==> src/hw/rtl/rcdz_pkg.sv <==
// Shared types and constants of the dead-zone skid-steer mixer.
package rcdz_pkg;

    // Configuration port register indexes.
    localparam int CFG_ADDR_BITS = 3;

    typedef enum logic [CFG_ADDR_BITS-1:0] {
        REG_ELEVATOR_CAL  = 3'd0,
        REG_AILERON_CAL   = 3'd1,
        REG_RUDDER_CAL    = 3'd2,
        REG_ARM_THRESHOLD = 3'd3,
        REG_DEAD_BAND     = 3'd4,
        REG_HARD_STOP     = 3'd5
    } cfg_reg_t;

    // Reset values of the configuration registers.
    localparam int CAL_RESET_VALUE  = 1000;
    localparam int ARM_RESET_VALUE  = 1000;
    localparam int DEAD_BAND_RESET  = 20;

    // Stick axis processed by the shared divider.
    typedef enum logic [1:0] {
        AXIS_AIL = 2'd0,
        AXIS_ELE = 2'd1,
        AXIS_RUD = 2'd2
    } axis_t;

    // Controller states.
    typedef enum logic [2:0] {
        ST_IDLE   = 3'd0,
        ST_CHECK  = 3'd1,
        ST_SETUP  = 3'd2,
        ST_DIV    = 3'd3,
        ST_STORE  = 3'd4,
        ST_FINISH = 3'd5
    } state_t;

    // Commands from the controller to the datapath.
    typedef struct packed {
        logic  load;
        logic  div_start;
        logic  store;
        logic  finish;
        axis_t axis;
    } ctrl_cmd_t;

    // Status from the datapath to the controller.
    typedef struct packed {
        logic skip;
        logic div_done;
    } dp_status_t;

endpackage

==> src/hw/rtl/rc_deadzone_skid_steer_mixer_unit.sv <==
// Top level of the dead-zone skid-steer mixer with stream and configuration ports.
//
// This block turns one decoded radio frame (aileron, elevator, rudder and arm
// channels plus the receiver's failsafe and lost-frame flags) into four
// half-bridge PWM duties and a bridge enable for a two-track drive. Each
// stick axis is zero inside its center plus or minus the dead band and is
// otherwise scaled linearly toward its calibrated end point into a signed
// value; rotation on the rudder wins, else the elevator drives forward or
// backward with the aileron turning. A low arm channel or failsafe forces
// every duty and the enable to zero, and a lost frame while armed repeats
// the last result. Every accepted request yields exactly one result request.
// The three axes share one restoring divider that retires one quotient bit
// per cycle, so between acceptance and the next acceptance a full frame
// runs setup, divide and store once for each axis before the finish; a
// disarmed or lost frame bypasses the divider and goes to the finish. The
// finished result sits in an output register, so the block takes the next
// frame while that result still waits; it only stalls at the end of the
// next frame if the result has not been taken by then. Configuration
// writes are accepted in every cycle and must only be issued while no
// frame is in flight.
module rc_deadzone_skid_steer_mixer_unit
    import rcdz_pkg::*;
#(
    parameter int CHANNEL_BITS = 11,
    parameter int DUTY_BITS    = 8
)
(
    input  logic                                      clk,
    input  logic                                      rst_n,

    // Input frame stream.
    input  logic                                      s_axis_tvalid,
    output logic                                      s_axis_tready,
    // tdata from bit 0 up: ch_aileron, ch_elevator, ch_rudder, ch_arm,
    // then zero padding to a whole byte.
    input  logic [((4*CHANNEL_BITS+7)/8)*8-1:0]       s_axis_tdata,
    // tuser from bit 0 up: failsafe_flag, frame_lost.
    input  logic [1:0]                                s_axis_tuser,

    // Output duty stream.
    output logic                                      m_axis_tvalid,
    input  logic                                      m_axis_tready,
    // tdata from bit 0 up: duty_left_a, duty_left_b, duty_right_a,
    // duty_right_b, then zero padding to a whole byte.
    output logic [((4*DUTY_BITS+7)/8)*8-1:0]          m_axis_tdata,
    // tuser from bit 0 up: bridge_enable.
    output logic [0:0]                                m_axis_tuser,

    // Configuration write channel.
    input  logic                                      cfg_valid,
    output logic                                      cfg_ready,
    input  logic [CFG_ADDR_BITS-1:0]                  cfg_addr,
    input  logic [3*CHANNEL_BITS-1:0]                 cfg_data
);

    localparam int OUT_W = ((4*DUTY_BITS+7)/8)*8;

    ctrl_cmd_t          cmd;
    dp_status_t         status;
    logic [DUTY_BITS-1:0] duty_left_a;
    logic [DUTY_BITS-1:0] duty_left_b;
    logic [DUTY_BITS-1:0] duty_right_a;
    logic [DUTY_BITS-1:0] duty_right_b;
    logic               bridge_enable;

    // Configuration registers are plain flops and take a write every cycle.
    assign cfg_ready = 1'b1;

    // The controller sequences the frame: capture, arm check, three divider
    // passes (aileron, elevator, rudder), then the mix into the held outputs.
    rcdz_ctrl u_ctrl (
        .clk       (clk),
        .rst_n     (rst_n),
        .in_valid  (s_axis_tvalid),
        .in_ready  (s_axis_tready),
        .out_valid (m_axis_tvalid),
        .out_ready (m_axis_tready),
        .status    (status),
        .cmd       (cmd)
    );

    // The datapath holds the configuration, the captured frame, the shared
    // divider and the held duties, which double as the output register.
    rcdz_datapath #(
        .CHANNEL_BITS (CHANNEL_BITS),
        .DUTY_BITS    (DUTY_BITS)
    ) u_datapath (
        .clk           (clk),
        .rst_n         (rst_n),
        .cfg_we        (cfg_valid && cfg_ready),
        .cfg_addr      (cfg_addr),
        .cfg_data      (cfg_data),
        .ch_aileron    (s_axis_tdata[CHANNEL_BITS-1:0]),
        .ch_elevator   (s_axis_tdata[2*CHANNEL_BITS-1:CHANNEL_BITS]),
        .ch_rudder     (s_axis_tdata[3*CHANNEL_BITS-1:2*CHANNEL_BITS]),
        .ch_arm        (s_axis_tdata[4*CHANNEL_BITS-1:3*CHANNEL_BITS]),
        .failsafe_flag (s_axis_tuser[0]),
        .frame_lost    (s_axis_tuser[1]),
        .cmd           (cmd),
        .status        (status),
        .duty_left_a   (duty_left_a),
        .duty_left_b   (duty_left_b),
        .duty_right_a  (duty_right_a),
        .duty_right_b  (duty_right_b),
        .bridge_enable (bridge_enable)
    );

    // The held values stay stable while a result waits, because a new
    // result is only written once the output register is free.
    assign m_axis_tdata = OUT_W'({duty_right_b, duty_right_a, duty_left_b, duty_left_a});
    assign m_axis_tuser = bridge_enable;

endmodule

==> src/hw/rtl/rcdz_divider.sv <==
// Restoring serial divider, one quotient bit per cycle.
module rcdz_divider
    import rcdz_pkg::*;
#(
    parameter int DIVIDEND_BITS = 19,
    parameter int DIVISOR_BITS  = 11
)
(
    input  logic                     clk,
    input  logic                     rst_n,
    input  logic                     start,
    input  logic [DIVIDEND_BITS-1:0] dividend,
    input  logic [DIVISOR_BITS-1:0]  divisor,
    output logic [DIVIDEND_BITS-1:0] quotient,
    output logic                     done
);

    localparam int CNT_BITS = $clog2(DIVIDEND_BITS);

    logic                     busy_reg;
    logic                     busy_next;
    logic                     done_reg;
    logic                     done_next;
    logic [CNT_BITS-1:0]      count_reg;
    logic [CNT_BITS-1:0]      count_next;
    logic [DIVISOR_BITS-1:0]  rem_reg;
    logic [DIVISOR_BITS-1:0]  rem_next;
    logic [DIVIDEND_BITS-1:0] quo_reg;
    logic [DIVIDEND_BITS-1:0] quo_next;
    logic [DIVISOR_BITS-1:0]  divisor_reg;
    logic [DIVISOR_BITS-1:0]  divisor_next;

    logic [DIVISOR_BITS:0]    shifted;
    logic [DIVISOR_BITS:0]    diff;
    logic                     fits;

    // The dividend shifts out of the top of the quotient register while
    // quotient bits shift in at the bottom.
    always_comb
    begin
        shifted = {rem_reg, quo_reg[DIVIDEND_BITS-1]};
        diff    = shifted - {1'b0, divisor_reg};
        fits    = (shifted >= {1'b0, divisor_reg});
    end

    always_comb
    begin
        busy_next    = busy_reg;
        done_next    = 1'b0;
        count_next   = count_reg;
        rem_next     = rem_reg;
        quo_next     = quo_reg;
        divisor_next = divisor_reg;
        if (start)
        begin
            busy_next    = 1'b1;
            count_next   = '0;
            rem_next     = '0;
            quo_next     = dividend;
            divisor_next = divisor;
        end
        else if (busy_reg)
        begin
            rem_next   = fits ? diff[DIVISOR_BITS-1:0] : shifted[DIVISOR_BITS-1:0];
            quo_next   = {quo_reg[DIVIDEND_BITS-2:0], fits};
            count_next = count_reg + 1'b1;
            if (count_reg == CNT_BITS'(DIVIDEND_BITS - 1))
            begin
                busy_next = 1'b0;
                done_next = 1'b1;
            end
        end
    end

    always_ff @(posedge clk or negedge rst_n)
    begin
        if (!rst_n)
        begin
            busy_reg  <= 1'b0;
            done_reg  <= 1'b0;
            count_reg <= '0;
        end
        else
        begin
            busy_reg  <= busy_next;
            done_reg  <= done_next;
            count_reg <= count_next;
        end
    end

    always_ff @(posedge clk)
    begin
        rem_reg     <= rem_next;
        quo_reg     <= quo_next;
        divisor_reg <= divisor_next;
    end

    assign quotient = quo_reg;
    assign done     = done_reg;

    a_done_after_busy: assert property (@(posedge clk) disable iff (!rst_n)
        done_reg |-> $past(busy_reg))
        else $error("divider finished without running");

    a_no_restart: assert property (@(posedge clk) disable iff (!rst_n)
        start |-> !busy_reg)
        else $error("divider started while busy");

endmodule

==> src/hw/rtl/rcdz_datapath.sv <==
// Datapath: configuration registers, axis scaling, mixing and held outputs.
module rcdz_datapath
    import rcdz_pkg::*;
#(
    parameter int CHANNEL_BITS = 11,
    parameter int DUTY_BITS    = 8
)
(
    input  logic                        clk,
    input  logic                        rst_n,
    input  logic                        cfg_we,
    input  logic [CFG_ADDR_BITS-1:0]    cfg_addr,
    input  logic [3*CHANNEL_BITS-1:0]   cfg_data,
    input  logic [CHANNEL_BITS-1:0]     ch_aileron,
    input  logic [CHANNEL_BITS-1:0]     ch_elevator,
    input  logic [CHANNEL_BITS-1:0]     ch_rudder,
    input  logic [CHANNEL_BITS-1:0]     ch_arm,
    input  logic                        failsafe_flag,
    input  logic                        frame_lost,
    input  ctrl_cmd_t                   cmd,
    output dp_status_t                  status,
    output logic [DUTY_BITS-1:0]        duty_left_a,
    output logic [DUTY_BITS-1:0]        duty_left_b,
    output logic [DUTY_BITS-1:0]        duty_right_a,
    output logic [DUTY_BITS-1:0]        duty_right_b,
    output logic                        bridge_enable
);

    localparam int CB   = CHANNEL_BITS;
    localparam int DB   = DUTY_BITS;
    localparam int EXT  = CB + 2;
    localparam int DIVW = CB + DB;
    localparam int MIXW = DB + 2;

    localparam logic [DB-1:0] DUTY_MAX = {DB{1'b1}};

    // Configuration registers.
    logic [3*CB-1:0] elevator_cal_reg;
    logic [3*CB-1:0] aileron_cal_reg;
    logic [3*CB-1:0] rudder_cal_reg;
    logic [CB-1:0]   arm_threshold_reg;
    logic [CB-1:0]   dead_band_reg;
    logic            hard_stop_reg;

    // Captured frame.
    logic [CB-1:0]   ail_reg;
    logic [CB-1:0]   ele_reg;
    logic [CB-1:0]   rud_reg;
    logic [CB-1:0]   arm_reg;
    logic            failsafe_reg;
    logic            lost_reg;

    // Per-axis classification latched when the divider starts.
    logic            ax_upper_reg;
    logic            ax_lower_reg;
    logic            ax_sat_reg;
    logic            ax_kill_reg;

    // Signed axis values.
    logic signed [DB:0] x_reg;
    logic signed [DB:0] y_reg;
    logic signed [DB:0] z_reg;

    // Held outputs.
    logic [DB-1:0]   held_duty_reg [4];
    logic [DB-1:0]   held_duty_next [4];
    logic            held_enable_reg;
    logic            held_enable_next;

    logic            disarm;

    logic [CB-1:0]   ch_sel;
    logic [3*CB-1:0] cal_sel;
    logic signed [EXT-1:0] ch_e;
    logic signed [EXT-1:0] lo_e;
    logic signed [EXT-1:0] mid_e;
    logic signed [EXT-1:0] hi_e;
    logic signed [EXT-1:0] dz_e;
    logic signed [EXT-1:0] span_e;
    logic signed [EXT-1:0] num_e;
    logic            upper;
    logic            lower;
    logic            span_zero;
    logic            span_neg;
    logic [CB-1:0]   span_mag;
    logic [CB-1:0]   num_mag;
    logic            kill;
    logic [DIVW-1:0] dividend;

    logic [DIVW-1:0] quotient;
    logic            div_done;
    logic [DB-1:0]   quo_sat;
    logic [DB-1:0]   mag;
    logic signed [DB:0] axis_val;

    logic signed [MIXW-1:0] xe;
    logic signed [MIXW-1:0] ye;
    logic signed [MIXW-1:0] ze;
    logic signed [MIXW-1:0] mix_d [4];
    logic [DB-1:0]   mix_duty [4];
    logic            any_axis;

    always_ff @(posedge clk or negedge rst_n)
    begin
        if (!rst_n)
        begin
            elevator_cal_reg  <= {3{CB'(CAL_RESET_VALUE)}};
            aileron_cal_reg   <= {3{CB'(CAL_RESET_VALUE)}};
            rudder_cal_reg    <= {3{CB'(CAL_RESET_VALUE)}};
            arm_threshold_reg <= CB'(ARM_RESET_VALUE);
            dead_band_reg     <= CB'(DEAD_BAND_RESET);
            hard_stop_reg     <= 1'b0;
        end
        else if (cfg_we)
        begin
            case (cfg_reg_t'(cfg_addr))
                REG_ELEVATOR_CAL:  elevator_cal_reg  <= cfg_data;
                REG_AILERON_CAL:   aileron_cal_reg   <= cfg_data;
                REG_RUDDER_CAL:    rudder_cal_reg    <= cfg_data;
                REG_ARM_THRESHOLD: arm_threshold_reg <= cfg_data[CB-1:0];
                REG_DEAD_BAND:     dead_band_reg     <= cfg_data[CB-1:0];
                REG_HARD_STOP:     hard_stop_reg     <= cfg_data[0];
                default:           ;
            endcase
        end
    end

    always_ff @(posedge clk)
    begin
        if (cmd.load)
        begin
            ail_reg      <= ch_aileron;
            ele_reg      <= ch_elevator;
            rud_reg      <= ch_rudder;
            arm_reg      <= ch_arm;
            failsafe_reg <= failsafe_flag;
            lost_reg     <= frame_lost;
        end
    end

    assign disarm = (arm_reg < arm_threshold_reg) || failsafe_reg;
    assign status.skip     = disarm || lost_reg;
    assign status.div_done = div_done;

    // Axis setup: pick the channel and its calibration, classify the
    // position against the dead band and form |ch-mid|*DUTY_MAX.
    always_comb
    begin
        case (cmd.axis)
            AXIS_AIL:
            begin
                ch_sel  = ail_reg;
                cal_sel = aileron_cal_reg;
            end
            AXIS_ELE:
            begin
                ch_sel  = ele_reg;
                cal_sel = elevator_cal_reg;
            end
            AXIS_RUD:
            begin
                ch_sel  = rud_reg;
                cal_sel = rudder_cal_reg;
            end
            default:
            begin
                ch_sel  = rud_reg;
                cal_sel = rudder_cal_reg;
            end
        endcase
        ch_e  = signed'({2'b00, ch_sel});
        lo_e  = signed'({2'b00, cal_sel[CB-1:0]});
        mid_e = signed'({2'b00, cal_sel[2*CB-1:CB]});
        hi_e  = signed'({2'b00, cal_sel[3*CB-1:2*CB]});
        dz_e  = signed'({2'b00, dead_band_reg});
        upper = (ch_e >= mid_e + dz_e);
        lower = !upper && (ch_e < mid_e - dz_e);
        span_e    = (upper ? hi_e : lo_e) - mid_e;
        span_zero = (span_e == '0);
        span_neg  = span_e[EXT-1];
        span_mag  = span_neg ? CB'(-span_e) : span_e[CB-1:0];
        num_e     = upper ? (ch_e - mid_e) : (mid_e - ch_e);
        num_mag   = num_e[CB-1:0];
        // An end point on the wrong side of mid gives a negative quotient.
        kill      = upper ? span_neg : (!span_neg && !span_zero);
        dividend  = {num_mag, {DB{1'b0}}} - DIVW'(num_mag);
    end

    always_ff @(posedge clk)
    begin
        if (cmd.div_start)
        begin
            ax_upper_reg <= upper;
            ax_lower_reg <= lower;
            ax_sat_reg   <= span_zero;
            ax_kill_reg  <= kill;
        end
    end

    rcdz_divider #(
        .DIVIDEND_BITS (DIVW),
        .DIVISOR_BITS  (CB)
    ) u_divider (
        .clk      (clk),
        .rst_n    (rst_n),
        .start    (cmd.div_start),
        .dividend (dividend),
        .divisor  (span_mag),
        .quotient (quotient),
        .done     (div_done)
    );

    // Axis finish: clamp the quotient and apply the side of the band.
    always_comb
    begin
        quo_sat = (|quotient[DIVW-1:DB]) ? DUTY_MAX : quotient[DB-1:0];
        if ((!ax_upper_reg && !ax_lower_reg) || ax_kill_reg)
        begin
            mag = '0;
        end
        else if (ax_sat_reg)
        begin
            mag = DUTY_MAX;
        end
        else
        begin
            mag = quo_sat;
        end
        axis_val = ax_lower_reg ? -signed'({1'b0, mag}) : signed'({1'b0, mag});
    end

    always_ff @(posedge clk)
    begin
        if (cmd.store)
        begin
            case (cmd.axis)
                AXIS_AIL: x_reg <= axis_val;
                AXIS_ELE: y_reg <= axis_val;
                AXIS_RUD: z_reg <= axis_val;
                default:  ;
            endcase
        end
    end

    // Skid-steer mixing: rotation first, then forward or backward drive
    // with an optional turn.
    always_comb
    begin
        xe = {x_reg[DB], x_reg};
        ye = {y_reg[DB], y_reg};
        ze = {z_reg[DB], z_reg};
        for (int i = 0; i < 4; i++)
        begin
            mix_d[i] = '0;
        end
        if (ze > 0)
        begin
            mix_d[1] = ze;
            mix_d[2] = ze;
        end
        else if (ze < 0)
        begin
            mix_d[0] = -ze;
            mix_d[3] = -ze;
        end
        else if (ye > 0)
        begin
            if (xe > 0)
            begin
                mix_d[1] = ye;
                mix_d[3] = ye - xe;
            end
            else if (xe == 0)
            begin
                mix_d[1] = ye;
                mix_d[3] = ye;
            end
            else
            begin
                mix_d[1] = ye + xe;
                mix_d[3] = ye;
            end
        end
        else if (ye < 0)
        begin
            if (xe == 0)
            begin
                mix_d[0] = -ye;
                mix_d[2] = -ye;
            end
            else if (xe > 0)
            begin
                mix_d[0] = -ye;
                mix_d[2] = -ye - xe;
            end
            else
            begin
                mix_d[0] = -ye + xe;
                mix_d[2] = -ye;
            end
        end
        for (int i = 0; i < 4; i++)
        begin
            if (mix_d[i] < 0)
            begin
                mix_duty[i] = '0;
            end
            else if (mix_d[i] > signed'({2'b00, DUTY_MAX}))
            begin
                mix_duty[i] = DUTY_MAX;
            end
            else
            begin
                mix_duty[i] = mix_d[i][DB-1:0];
            end
        end
        any_axis = (x_reg != '0) || (y_reg != '0) || (z_reg != '0);
    end

    always_comb
    begin
        for (int i = 0; i < 4; i++)
        begin
            held_duty_next[i] = held_duty_reg[i];
        end
        held_enable_next = held_enable_reg;
        if (cmd.finish)
        begin
            if (disarm)
            begin
                for (int i = 0; i < 4; i++)
                begin
                    held_duty_next[i] = '0;
                end
                held_enable_next = 1'b0;
            end
            else if (!lost_reg)
            begin
                for (int i = 0; i < 4; i++)
                begin
                    held_duty_next[i] = mix_duty[i];
                end
                held_enable_next = any_axis || hard_stop_reg;
            end
        end
    end

    always_ff @(posedge clk or negedge rst_n)
    begin
        if (!rst_n)
        begin
            for (int i = 0; i < 4; i++)
            begin
                held_duty_reg[i] <= '0;
            end
            held_enable_reg <= 1'b0;
        end
        else
        begin
            for (int i = 0; i < 4; i++)
            begin
                held_duty_reg[i] <= held_duty_next[i];
            end
            held_enable_reg <= held_enable_next;
        end
    end

    assign duty_left_a   = held_duty_reg[0];
    assign duty_left_b   = held_duty_reg[1];
    assign duty_right_a  = held_duty_reg[2];
    assign duty_right_b  = held_duty_reg[3];
    assign bridge_enable = held_enable_reg;

    a_disarm_clears: assert property (@(posedge clk) disable iff (!rst_n)
        (cmd.finish && disarm) |=> (!held_enable_reg && held_duty_reg[0] == '0
            && held_duty_reg[1] == '0 && held_duty_reg[2] == '0
            && held_duty_reg[3] == '0))
        else $error("disarmed frame left a duty or the enable set");

endmodule

==> src/hw/rtl/rcdz_ctrl.sv <==
// Controller: frame sequencing, shared divider scheduling and output valid.
module rcdz_ctrl
    import rcdz_pkg::*;
(
    input  logic       clk,
    input  logic       rst_n,
    input  logic       in_valid,
    output logic       in_ready,
    output logic       out_valid,
    input  logic       out_ready,
    input  dp_status_t status,
    output ctrl_cmd_t  cmd
);

    state_t state_reg;
    state_t state_next;
    axis_t  axis_reg;
    axis_t  axis_next;
    logic   out_valid_reg;
    logic   out_valid_next;
    logic   out_free;

    // The output register can take a new result when empty or being drained.
    assign out_free = !out_valid_reg || out_ready;

    always_comb
    begin
        state_next     = state_reg;
        axis_next      = axis_reg;
        out_valid_next = out_valid_reg && !out_ready;
        case (state_reg)
            ST_IDLE:
            begin
                if (in_valid)
                begin
                    state_next = ST_CHECK;
                end
            end
            ST_CHECK:
            begin
                axis_next  = AXIS_AIL;
                state_next = status.skip ? ST_FINISH : ST_SETUP;
            end
            ST_SETUP:
            begin
                state_next = ST_DIV;
            end
            ST_DIV:
            begin
                if (status.div_done)
                begin
                    state_next = ST_STORE;
                end
            end
            ST_STORE:
            begin
                case (axis_reg)
                    AXIS_AIL:
                    begin
                        axis_next  = AXIS_ELE;
                        state_next = ST_SETUP;
                    end
                    AXIS_ELE:
                    begin
                        axis_next  = AXIS_RUD;
                        state_next = ST_SETUP;
                    end
                    default:
                    begin
                        state_next = ST_FINISH;
                    end
                endcase
            end
            ST_FINISH:
            begin
                if (out_free)
                begin
                    state_next     = ST_IDLE;
                    out_valid_next = 1'b1;
                end
            end
            default:
            begin
                state_next = ST_IDLE;
            end
        endcase
    end

    always_comb
    begin
        in_ready      = 1'b0;
        cmd.load      = 1'b0;
        cmd.div_start = 1'b0;
        cmd.store     = 1'b0;
        cmd.finish    = 1'b0;
        cmd.axis      = axis_reg;
        case (state_reg)
            ST_IDLE:
            begin
                in_ready = 1'b1;
                cmd.load = in_valid;
            end
            ST_SETUP:
            begin
                cmd.div_start = 1'b1;
            end
            ST_STORE:
            begin
                cmd.store = 1'b1;
            end
            ST_FINISH:
            begin
                cmd.finish = out_free;
            end
            default:
            begin
                in_ready = 1'b0;
            end
        endcase
    end

    always_ff @(posedge clk or negedge rst_n)
    begin
        if (!rst_n)
        begin
            state_reg     <= ST_IDLE;
            axis_reg      <= AXIS_AIL;
            out_valid_reg <= 1'b0;
        end
        else
        begin
            state_reg     <= state_next;
            axis_reg      <= axis_next;
            out_valid_reg <= out_valid_next;
        end
    end

    assign out_valid = out_valid_reg;

    a_done_while_waiting: assert property (@(posedge clk) disable iff (!rst_n)
        status.div_done |-> (state_reg == ST_DIV))
        else $error("divider result arrived outside the wait state");

    a_result_from_finish: assert property (@(posedge clk) disable iff (!rst_n)
        $rose(out_valid_reg) |-> $past(state_reg == ST_FINISH))
        else $error("result published without a finish step");

endmodule

==> config.mk <==
export PLATFORM = sky130hd
export DESIGN_NAME = rc_deadzone_skid_steer_mixer_unit
export DESIGN_NICKNAME = d
export VERILOG_FILES = /design/src/hw/rtl/rcdz_pkg.sv /design/src/hw/rtl/rc_deadzone_skid_steer_mixer_unit.sv /design/src/hw/rtl/rcdz_divider.sv /design/src/hw/rtl/rcdz_datapath.sv /design/src/hw/rtl/rcdz_ctrl.sv
export SDC_FILE = /design/constraint.sdc
export NUM_CORES = 1
export LEC_CHECK = 0
export BUFFER_PORTS_ARGS = -buffer_cell sky130_fd_sc_hd__buf_2
export CAP_MARGIN = 10
export CORE_MARGIN = 1
export CORE_UTILIZATION = 24
export CTS_BUF_LIST = sky130_fd_sc_hd__clkbuf_2 sky130_fd_sc_hd__clkbuf_4 sky130_fd_sc_hd__clkbuf_8
export CTS_CLUSTER_SIZE = 10
export DETAILED_ROUTE_END_ITERATION = 7
export PLACE_DENSITY = 0.42
export SYNTH_ARGS = -nofsm -noshare
export SYNTH_HDL_FRONTEND = slang
export SYNTH_SLANG_ARGS = --single-unit
==> constraint.sdc <==
create_clock -name clk -period 9.52 [get_ports clk]
set_input_delay 0.476 -clock clk [delete_from_list [all_inputs] [get_ports clk]]
set_output_delay 0.476 -clock clk [all_outputs]
set_load 0.02 [all_outputs]
Word level (Yosys, flattened, before mapping)
Index checks and enable logic that the tools add are counted.
{ "word_totals": {"reg_bits": 286, "input_bits": 91, "out_inout_bits": 36, "elab_cells": 193} }
{ "classes": {"addsub": 16, "magnitude_cmp": 17, "n_eq_ne": 18, "muxes": 67, "reduce_logical": 42} }
{ "ops": {"columns": ["cell", "count"], "rows": [
  ["$mux W10", 17],
  ["$mux W8", 11],
  ["$pmux W33 S2", 1],
  ["$mux W32", 2],
  ["$mux W11", 4],
  ["$gt A10 B9 Y1 const B", 4],
  ["$lt A10 B1 Y1 const B", 4],
  ["$mux W20", 2],
  ["$mux W19", 2],
  ["$sub A11 B11 Y11", 3],
  ["$logic_not A32 Y1", 1],
  ["$gt A9 B1 Y1 const B", 3],
  ["$reduce_bool A9 Y1", 3],
  ["$sub A11 B11 Y12", 2],
  ["$pmux W11 S2", 1],
  ["$reduce_and A2 Y1", 11],
  ["$neg A9 Y10", 2],
  ["$sub A19 B11 Y19", 1],
  ["$lt A9 B1 Y1 const B", 2],
  ["$pmux W3 S6", 1],
  ["$mux W1", 16],
  ["$mux W3", 5],
  ["$ge A12 B13 Y1", 1],
  ["$logic_not A13 Y1", 1],
  ["32 further kinds", 60]
]} }

Logic depth before layout (Yosys ltp)
Gate-level depths: netlist (run 1).
{ "logic_depth": {"word_depth": 13, "depth_mapped": 42, "depth_no_buf": 37} }

Hierarchy
From an unflattened synthesis (run 1), not the netlist that was laid out.
{ "unflattened": {"cells_unflattened": 1747, "area_unflattened_um2": 18342.6} }
{ "by_module_without_submodules": {"columns": ["module", "n_inst", "cells_each", "area_per_inst_um2", "seq_area_each_um2"], "rows": [
  ["rcdz_datapath", 1, 1468, 15322.2, 6268.5],
  ["rcdz_divider", 1, 231, 2612.5, 1296.2],
  ["rcdz_ctrl", 1, 46, 396.6, 150.1],
  ["rc_deadzone_skid_steer_mixer_unit", 1, 2, 11.3, 0.0]
]} }

Least setup slack after synthesis (run 1)
No wires, ideal clock.
{ "synth_timing": {"path_type": "flip-flop to flip-flop", "startpoint": "register u_ctrl.axis_reg[0]", "endpoint": "register u_datapath.ax_kill_reg, data pin", "setup_ns": 0.261, "arrival_ns": 8.305, "required_ns": 9.259, "setup_slack_ns": 0.954, "path_stages_with_launch": 39, "path_buffers": 5, "synth_period_minus_slack_ns": 8.566, "cell_sequence": "dfrtp_1 clkbuf_1 buf_1 mux2i_1 o21ai_0 inv_1 fa_1 o21bai_1 a21oi_1 nor2b_1 nor2_1 o21bai_1 a21oi_1 o21bai_1 a21oi_1 o21bai_1 xnor2_1 ha_1 [3 not listed] a221o_1 buf_6 inv_2 buf_2 buf_1 mux4_2 a21oi_1 ha_1 inv_1 fa_1 a21o_1 a21oi_1 xnor2_1 or3_1 a2111o_1 or3_1 nor3b_1 nor2_1"} }
{ "synth_between": {"elab_chain_cells": 10, "word_cells_on_any_way": 13, "classes_between": "add/sub (2); order compare (1); eq/ne (1); mux (4); reduce/logical (5)"} }
{ "synth_rtl": {"columns": ["item", "line_no", "source"], "rows": [
  ["start, declared", "rcdz_ctrl.sv:17", "axis_t axis_reg;"],
  ["start signal, assigned", "rcdz_ctrl.sv:133", "axis_reg <= axis_next;"],
  ["$eq A2 B1 Y1 / $logic_not A2 Y1 (equally long branches)", "rcdz_datapath.sv:149", "case (cmd.axis)"],
  ["$pmux W33 S2", "rcdz_datapath.sv:149", null],
  ["$add A11 B11 Y12", "rcdz_datapath.sv:176", "upper = (ch_e >= mid_e + dz_e);"],
  ["$ge A12 B13 Y1", "rcdz_datapath.sv:176", null],
  ["$mux W11", "rcdz_datapath.sv:178", "span_e = (upper ? hi_e : lo_e) - mid_e;"],
  ["$sub A11 B11 Y12 (*)", "rcdz_datapath.sv:178", null],
  ["$logic_not A13 Y1 (*)", "rcdz_datapath.sv:179", "span_zero = (span_e == '0);"],
  ["named net u_datapath.span_zero", "rcdz_datapath.sv:83", "logic span_zero;"],
  ["$logic_not A1 Y1 (*)", "rcdz_datapath.sv:185", "kill = upper ? span_neg : (!span_neg && !span_zero);"],
  ["$logic_and A1 B1 Y1 (*)", "rcdz_datapath.sv:185", null],
  ["$mux W1 (*)", "rcdz_datapath.sv:185", null],
  ["named net u_datapath.kill", "rcdz_datapath.sv:87", "logic kill;"],
  ["end signal, assigned", "rcdz_datapath.sv:196", "ax_kill_reg <= kill;"],
  ["end, declared", "rcdz_datapath.sv:57", "logic ax_kill_reg;"]
]} }
Mark *: on every way through the listed nets, which the timed path passes. The rest lies on a longest branch.
A chain may end at the register's enable or synchronous reset.

Worst setup path after layout (run 1)
{ "layout_timing": {"startpoint": "register u_ctrl.axis_reg[1]", "endpoint": "register u_datapath.ax_kill_reg, data pin"} }
The elaborated chain is that of the path after synthesis.

==> results of run 1 <==
==> logic make-up after synthesis <==
| kind of cell | Yosys count | synth area share |
|---|---|---|
| XOR/XNOR | 88 | 0.04331 |
| buffers and inverters | 199 | 0.04201 |
| other | 1 | 0.0002047 |
| adder cells (fa/ha/maj) | 152 | 0.1079 |
| flip-flops | 286 | 0.4212 |
| multiplexers | 179 | 0.1135 |
| AND/OR/NAND/NOR | 470 | 0.1241 |
| AO/OA/AOI/OAI | 439 | 0.1478 |
==> per-stage QoR <==
stage / hold WS [ps] / worst slack [ps]
after detailed placement: 438.7 / 1284
after CTS: 0.3514 / 1267
final: 80.35 / 1421
after global placement: 438.3 / 1326
after global routing: 40.38 / 682.7
after floorplan: 180.4 / 954.2
==> critical path, delay by kind of cell (launching register included) <==
family,cells,cell delay (ps)
multiplexers,1,310
adder cells (fa/ha/maj),3,1190
flip-flops,1,630
AND/OR/NAND/NOR,9,1610
buffers and inverters,4,900
XOR/XNOR,1,90
AO/OA/AOI/OAI,17,3130
==> metal layers <==
metal	up-vias	part of all wire	wire, um
met1	6707	0.46	24010
met3	89	0.035	1846
met4	0	0.033	1744
li1	6877	-	-
met2	244	0.47	24470
met5	-	0	0
==> cell type report <==
cell class / instances / area (um2)
Antenna cell: 2 / 5.005
Clock buffer: 74 / 962.2
Clock inverter: 28 / 261.5
Fill cell: 7860 / 53040
Inverter: 129 / 484.2
Multi-Input combinational cell: 1329 / 9861
Sequential cell: 286 / 7716
Tap cell: 969 / 1212
Timing Repair Buffer: 209 / 1405
==> path summary, 6_finish.rpt <==
check                                                 startpoint                                   endpoint  slack [ps]
max                               u_ctrl.axis_reg[1]$_DFFE_PN0P_           u_datapath.ax_kill_reg$_DFFE_PP_        1420
min                                                 cfg_data[26]  u_datapath.rudder_cal_reg[26]$_DFFE_PN0P_          80
max reg2reg                       u_ctrl.axis_reg[1]$_DFFE_PN0P_           u_datapath.ax_kill_reg$_DFFE_PP_        1420
min reg2reg                u_datapath.duty_left_a[3]$_DFFE_PN0P_      u_datapath.duty_left_a[3]$_DFFE_PN0P_         470
max in group asynchronous                                  rst_n  u_datapath.rudder_cal_reg[32]$_DFFE_PN0P_        7170
min in group asynchronous                                  rst_n     u_datapath.duty_right_a[5]$_DFFE_PN0P_         350
==> placed cells by master (no fill, tap or decap), drive strengths merged, types with 36 or more instances in the layout <==
master       count
a21oi           98
buf            156
clkbuf          74
dfrtp          106
dfstp           62
dlygate4sd3     53
edfxtp         107
ha             142
inv            131
mux2           116
mux2i           52
nand2          177
nor2           101
nor3            36
o21ai          167
xnor2           59
==> impl_metrics.py, run 1 <==
metrics = {
    "clocking": {
        "cts_resized": 0,
        "clkTransAtPathRegs_ps": 60,
        "tritoncts": "built",
        "cts_hold_buf": 53,
        "cts_buffers": 54,
        "h-tree-depth": 2,
        "cts_root_buf": "clkbuf_8",
        "cts_num_sinks": 286,
        "clock_latency_ps": 670,
        "post_cts_buffers": 0,
        "cts_buffer_depth": 3,
    },
    "timing": {
        "finalMaxSlewViolations": 0,
        "finClkSkew_ps": 54.83,
        "worst_pin_slew_ps": 1174,
        "rsz0062_at_grt": "no",
        "period_share": 0.8508,
        "max_freq_ghz": 0.1235,
        "fin_crit_ps": 8099,
        "final.setup.tns_ps": 0,
        "hold_violations": 0,
        "setup_viol": 0,
        "timing.slew.headroom": 0.2049,
    },
    "critical_path": {
        "start_kind": "register",
        "critPathSlowestCell": "dfrtp_1",
        "reg2regPathDepth": 35,
        "end_kind": "register",
        "cpMostUsedCell": "a21oi_1",
        "cpPeakStageDelay_ps": 630,
        "cp_max_fo": 17,
        "cp_data_required_time_ps": 9930,
        "arrival_ps": 8510,
        "critPathKind": "reg -> reg",
    },
    "logic_synthesis": {
        "yosysMostFrequentCell": "nand2_1",
        "synth_top_area_cell": "edfxtp_1",
        "ys_top_cells_by_count": "177 x nand2_1, 162 x o21ai_0, 142 x ha_1",
        "yosys-top-cells-area": "edfxtp_1 18%, dfrtp_1 14%, ha_1 9.7%",
        "async_flop_share": 0.5874,
        "ys_seq_elements": 286,
        "synth_cells": 1814,
        "synth-edff-count": 107,
        "synth_top_area_share": 0.1754,
        "syn_area_um2": 18320,
        "ys_warn_count": 0,
        "ys.flop_type": "edfxtp_1",
        "yosysUniqueCellTypes": 88,
        "syn_area_per_cell_um2": 10.10,
        "ys_seq_area_frac": 0.4212,
        "syn-num-nets": 2057,
    },
    "status": {
        "status": "complete, no violations",
    },
    "floorplan": {
        "core_area_um2": 74950,
        "die_width_um": 278.2,
        "fp.dieArea_um2": 77420,
        "rows": 100,
        "io_pins": 127,
        "die_height_um": 278.2,
        "initial_core_util": 0.2444,
    },
    "routing": {
        "drt_first_iter_violations": 685,
        "drt-total-wl_um": 52080,
        "drt_pass1_iterations": 5,
        "vias": 13920,
        "wl_per_cell_um": 17.21,
        "vias_per_cell": 4.599,
        "drc": 0,
        "drtAntennaViolNets": 0,
    },
    "global_routing": {
        "use_met3": 0.02283,
        "busiest_layer": "met2",
        "grt_pass1_wl_um": 81400,
        "grt_pass1_vias": 14230,
        "antenna_found_initial": 4,
        "grt_max_degree": 82,
        "globalRouteTotalUtil": 0.1349,
        "grt.overflow.total": 0,
        "met2_usage": 0.2265,
        "use_met1": 0.1719,
    },
    "hold_path": {
        "worstHoldPathType": "in -> reg",
        "hold_depth": 2,
    },
    "final_layout": {
        "area_delta_synth_final_pct": 19.61,
        "final_nets": 2252,
        "layout-drive-gt1-share": 0.2311,
        "design_area_um2": 21910,
        "instances_no_fill": 3026,
        "final_util": 0.2923,
    },
    "placed_design": {
        "placedCellCount": 2869,
        "portBuffers": 121,
        "hpwl_um": 39170,
        "gp_congestion": 0.8575,
        "place_area_um2": 20150,
    },
    "flow_run": {
        "maxCapViolations": 0,
    },
}
Power of run 1 is not shown: default switching activity piles up to over one toggle a cycle in this logic, so the estimate is an artifact.
==> run 2, diff against run 1 <==
- BUFFER_PORTS_ARGS: -buffer_cell sky130_fd_sc_hd__buf_2 -> -buffer_cell sky130_fd_sc_hd__buf_4
==> impl_metrics.py, run 2 (synthesis gave the netlist of run 1 again) <==
metrics = {
    "timing": {
        "finClkSkew_ps": 34.28,
        "setup_viol": 0,
        "worst_pin_slew_ps": 1024,
        "finalMaxSlewViolations": 0,
        "final.setup.tns_ps": 0,
        "timing.slew.headroom": 0.3172,
        "hold_violations": 0,
        "period_share": 0.8546,
        "fin_crit_ps": 8135,
        "max_freq_ghz": 0.1229,
        "rsz0062_at_grt": "no",
    },
    "floorplan": {
        "die_height_um": 278.2,
        "die_width_um": 278.2,
        "rows": 100,
        "core_area_um2": 74950,
        "initial_core_util": 0.2444,
        "io_pins": 127,
        "fp.dieArea_um2": 77420,
    },
    "critical_path": {
        "crit_buf_inv": 3,
        "cp_data_required_time_ps": 9930,
        "end_kind": "register",
        "critPathSlowestCell": "o21ai_0",
        "r2r_end": "u_datapath.ax_kill_reg$_DFFE_PP_",
        "r2r-start": "u_ctrl.axis_reg[0]$_DFFE_PN0P_",
        "cp_max_fo": 10,
        "critPathKind": "reg -> reg",
        "cpPeakStageDelay_ps": 590,
        "path_delay_family": "compound AO/OA/AOI/OAI gates",
        "critical_path.endpoint": "u_datapath.ax_kill_reg$_DFFE_PP_",
        "reg2regPathDepth": 33,
        "arrival_ps": 8550,
        "crit_start": "u_ctrl.axis_reg[0]$_DFFE_PN0P_",
        "r2r_slack_ps": 1380,
        "cpMostUsedCell": "a21oi_1",
        "crit_cells": 33,
        "start_kind": "register",
    },
    "placed_design": {
        "portBuffers": 121,
        "hpwl_um": 38990,
        "gp_congestion": 0.8618,
    },
    "global_routing": {
        "grt_pass1_vias": 14420,
        "globalRouteTotalUtil": 0.1362,
        "grt.overflow.total": 0,
        "grt_pass1_wl_um": 82600,
        "grt_max_degree": 91,
        "antenna_found_initial": 2,
    },
    "routing": {
        "drt_first_iter_violations": 763,
        "drtAntennaViolNets": 0,
        "vias_per_cell": 4.630,
        "drc": 0,
        "wl_per_cell_um": 17.37,
        "drt-total-wl_um": 52610,
        "drt_pass1_iterations": 5,
        "vias": 14020,
    },
    "clocking": {
        "h-tree-depth": 2,
        "cts_buffers": 56,
        "tritoncts": "built",
        "clkTransAtPathRegs_ps": 60,
        "clock_latency_ps": 670,
        "cts_root_buf": "clkbuf_8",
        "cts_num_sinks": 286,
        "cts_resized": 0,
        "cts_buffer_depth": 3,
    },
    "final_layout": {
        "mostFrequentLayoutCells": "177 x nand2_1, 162 x o21ai_0, 155 x buf_4",
        "final_nets": 2257,
        "fill_cells": 7793,
        "area_delta_synth_final_pct": 21.48,
        "final_common_cell": "nand2_1",
        "layout-drive-gt1-share": 0.2317,
    },
    "status": {
        "status": "complete, no violations",
    },
    "hold_path": {
        "worstHoldPathType": "in -> reg",
    },
    "flow_run": {
        "maxCapViolations": 0,
    },
}
==> run 2: what timing repair did <==
item | CTS | global route
buffers inserted | 0 | 0
hold buffers | 55 | 0
endpoints found under the hold margin | 134 | 0
==> run 2: final cells by class <==
type	count	area [um2]	area share
clock inverter	27	302.8	0.01361
multi-input combinational	1329	9861	0.4432
timing repair buffer	212	1730	0.07778
sequential	286	7716	0.3468
antenna	1	2.502	0.0001125
inverter	129	484.2	0.02176
tap	969	1212	0.05449
clock buffer	76	939.7	0.04223
==> run 2: metrics by stage <==
stage / instances / cell area (um2) / setup WS (ps) / hold slack (ps) / utilization
finish: 3029 / 22250 / 1385 / 66.93 / 0.2969
global route: 3029 / 22250 / 812.0 / 12.39 / 0.2969
CTS: 3027 / 22240 / 1314 / 0.01832 / 0.2968
detailed placement: 2869 / 20450 / 1355 / 468.6 / 0.2728
global placement: 2869 / 20450 / 1388 / 461.8 / 0.2728
floorplan: 1814 / 18320 / 954.2 / 180.4 / -
==> run 2: worst min path at each step <==
| stage | to | slack [ps] | depth (start not counted) | start |
|---|---|---|---|---|
| final | u_datapath.rudder_cal_reg[29]$_DFFE_PN1P_ | 70 | 2 | cfg_data[29] |
| after global routing | u_datapath.elevator_cal_reg[14]$_DFFE_PN1P_ | 10 | 2 | cfg_data[14] |
| after CTS | u_datapath.elevator_cal_reg[14]$_DFFE_PN1P_ | 0.02 | 2 | cfg_data[14] |
| after detailed placement | u_datapath.u_divider.rem_reg[10]$_SDFFE_PP0P_ | 470 | 2 | u_datapath.u_divider.rem_reg[10]$_SDFFE_PP0P_ |
| after global placement | u_datapath.u_divider.rem_reg[10]$_SDFFE_PP0P_ | 460 | 2 | u_datapath.u_divider.rem_reg[10]$_SDFFE_PP0P_ |
| after floorplan | u_ctrl.axis_reg[0]$_DFFE_PN0P_ | 180 | 0 | rst_n |
==> run 2: layer usage <==
metal | track usage | wire length, um
met5 | 0 | 0
met4 | 0.04392 | 1257
met3 | 0.02099 | 1984
met2 | 0.2347 | 25500
met1 | 0.1731 | 23870
Power of run 2 is left out for the same reason.
==> run 3, diff against run 2 <==
- ABC_AREA: default -> 1
- SYNTH_HIERARCHICAL: default -> 1
==> impl_metrics.py, run 3 <==
metrics = {
    "logic_synthesis": {
        "yosysMostFrequentCell": "nand2_1",
        "ys.flop_type": "edfxtp_1",
        "ys_seq_elements": 286,
        "synth-edff-count": 107,
        "yosysUniqueCellTypes": 66,
        "ys_seq_area_frac": 0.4060,
        "syn-num-nets": 2610,
        "synth_cells": 2367,
        "syn_area_per_cell_um2": 8.029,
        "syn_area_um2": 19000,
        "ys_warn_count": 6,
        "async_flop_share": 0.5874,
        "synth_top_area_cell": "edfxtp_1",
        "yosys-top-cells-area": "edfxtp_1 17%, dfrtp_1 14%, nand2_1 12%",
        "synth_top_area_share": 0.1691,
        "ys_top_cells_by_count": "632 x nand2_1, 285 x inv_1, 219 x o21ai_0",
    },
    "routing": {
        "drc": 0,
        "wl_per_cell_um": 15.51,
        "vias": 16040,
        "drt_first_iter_violations": 786,
        "vias_per_cell": 4.440,
        "drtAntennaViolNets": 0,
        "drt_pass1_iterations": 5,
        "drt-total-wl_um": 56020,
    },
    "flow_run": {
        "maxCapViolations": 0,
    },
    "critical_path": {
        "critical_path.endpoint": "u_datapath/u_divider/divisor_reg[7]$_DFFE_PP_",
        "reg2regPathDepth": 35,
        "cpMostUsedCell": "nand2_1",
        "end_kind": "register",
        "crit_start": "u_ctrl/axis_reg[1]$_DFFE_PN0P_",
        "r2r_end": "u_datapath/u_divider/divisor_reg[7]$_DFFE_PP_",
        "critPathKind": "reg -> reg",
        "cp_data_required_time_ps": 9910,
        "cpPeakStageDelay_ps": 600,
        "start_kind": "register",
        "r2r-start": "u_ctrl/axis_reg[1]$_DFFE_PN0P_",
        "arrival_ps": 8200,
        "r2r_slack_ps": 1710,
        "cp_max_fo": 22,
        "critPathSlowestCell": "o31ai_1",
    },
    "clocking": {
        "h-tree-depth": 2,
        "cts_buffer_depth": 3,
        "cts_buffers": 54,
        "clock_latency_ps": 660,
        "cts_num_sinks": 286,
        "post_cts_buffers": 0,
        "clkTransAtPathRegs_ps": 60,
        "tritoncts": "built",
        "cts_resized": 0,
        "cts_root_buf": "clkbuf_8",
    },
    "floorplan": {
        "initial_core_util": 0.2441,
        "core_area_um2": 77850,
        "fp.dieArea_um2": 80320,
        "io_pins": 127,
        "die_width_um": 283.4,
        "rows": 102,
        "die_height_um": 283.4,
    },
    "timing": {
        "finalMaxSlewViolations": 0,
        "max_freq_ghz": 0.1280,
        "period_share": 0.8203,
        "final.setup.tns_ps": 0,
        "fin_crit_ps": 7810,
        "setup_viol": 0,
        "rsz0062_at_grt": "no",
        "finClkSkew_ps": 69.13,
        "worst_pin_slew_ps": 1034,
        "timing.slew.headroom": 0.3080,
        "hold_violations": 0,
    },
    "final_layout": {
        "layout-drive-gt1-share": 0.1494,
        "final_common_cell": "nand2_1",
        "final_nets": 2769,
        "instances_no_fill": 3612,
        "design_area_um2": 22560,
        "layout.area.seq_um2": 7715,
        "multi_input_area_um2": 9839,
        "mostFrequentLayoutCells": "630 x nand2_1, 285 x inv_1, 219 x o21ai_0",
        "fill_cells": 8531,
        "final_util": 0.2897,
        "area_delta_synth_final_pct": 18.69,
    },
    "global_routing": {
        "grt_pass1_wl_um": 89130,
        "grt_pass1_vias": 16320,
        "grt_max_degree": 137,
        "globalRouteTotalUtil": 0.1383,
        "antenna_found_initial": 1,
        "grt.overflow.total": 0,
    },
    "placed_design": {
        "placedCellCount": 3465,
        "gp_congestion": 0.8956,
        "portBuffers": 121,
        "place_area_um2": 21010,
        "hpwl_um": 42210,
    },
    "hold_path": {
        "worstHoldPathType": "in -> reg",
        "min_from": "s_axis_tdata[32]",
    },
    "status": {
        "status": "complete, no violations",
    },
}
==> run 3: cell families after synthesis <==
kind of cell    synth area share
buf+inv                  0.07742
simple gates              0.2284
xor+xnor                 0.04194
compound gates            0.1399
fa+ha+maj                 0.1040
mux                     0.002173
flops                     0.4060
other cells            0.0001973
==> run 3: what timing repair did <==
item	in CTS	in global routing
endpoints found under the setup margin	0	0
hold buffers	44	0
hold endpoints to repair	75	0
==> run 3: area by class of cell <==
class	count	area share
timing repair buffer	179	0.06518
multi-input combinational	1704	0.4362
sequential	286	0.3420
clock inverter	29	0.007544
inverter	301	0.05009
antenna	1	0.0001109
clock buffer	72	0.04116
tap	1040	0.05769
==> run 3: worst max-delay path: cells and delay by family, from the launching register on <==
family                     cells  cell delay, ps
DFF                            1             420
AOI/OAI and AO/OA             11            2630
buffers and inverters          5            1370
xor gates and xnor gates       2             290
and+or+nand+nor               14            1670
adders and majority gates      3            1160
==> run 3: metrics by stage <==
step	setup WS (ps)	hold slack, ps
global route	1010	37.13
global placement	1721	408.7
CTS	1621	18.75
detailed placement	1624	407.8
floorplan	3085	180.4
finish	1710	80.82
==> run 3: worst min-delay path by stage <==
| stage | endpoint | cells past startpoint |
|---|---|---|
| final | u_datapath/rud_reg[10]$_DFFE_PP_ | 1 |
| after global routing | u_datapath/ail_reg[10]$_DFFE_PP_ | 1 |
| after CTS | u_datapath/rud_reg[10]$_DFFE_PP_ | 1 |
| after detailed placement | u_datapath/duty_right_a[7]$_DFFE_PN0P_ | 1 |
| after global placement | u_datapath/duty_right_a[3]$_DFFE_PN0P_ | 1 |
| after floorplan | u_ctrl/axis_reg[0]$_DFFE_PN0P_ | 0 |
==> run 3: metal layers <==
| metal | up-vias | wire length [um] | global-route usage | part of all wire |
|---|---|---|---|---|
| met1 | 7612 | 25310 | 0.1741 | 0.45 |
| met5 | - | 0 | 0 | 0 |
| met3 | 57 | 1655 | 0.01728 | 0.030 |
| li1 | 8144 | - | - | - |
| met4 | 0 | 1077 | 0.03838 | 0.019 |
| met2 | 226 | 27980 | 0.2463 | 0.50 |
Power of run 3 is left out for the same reason.
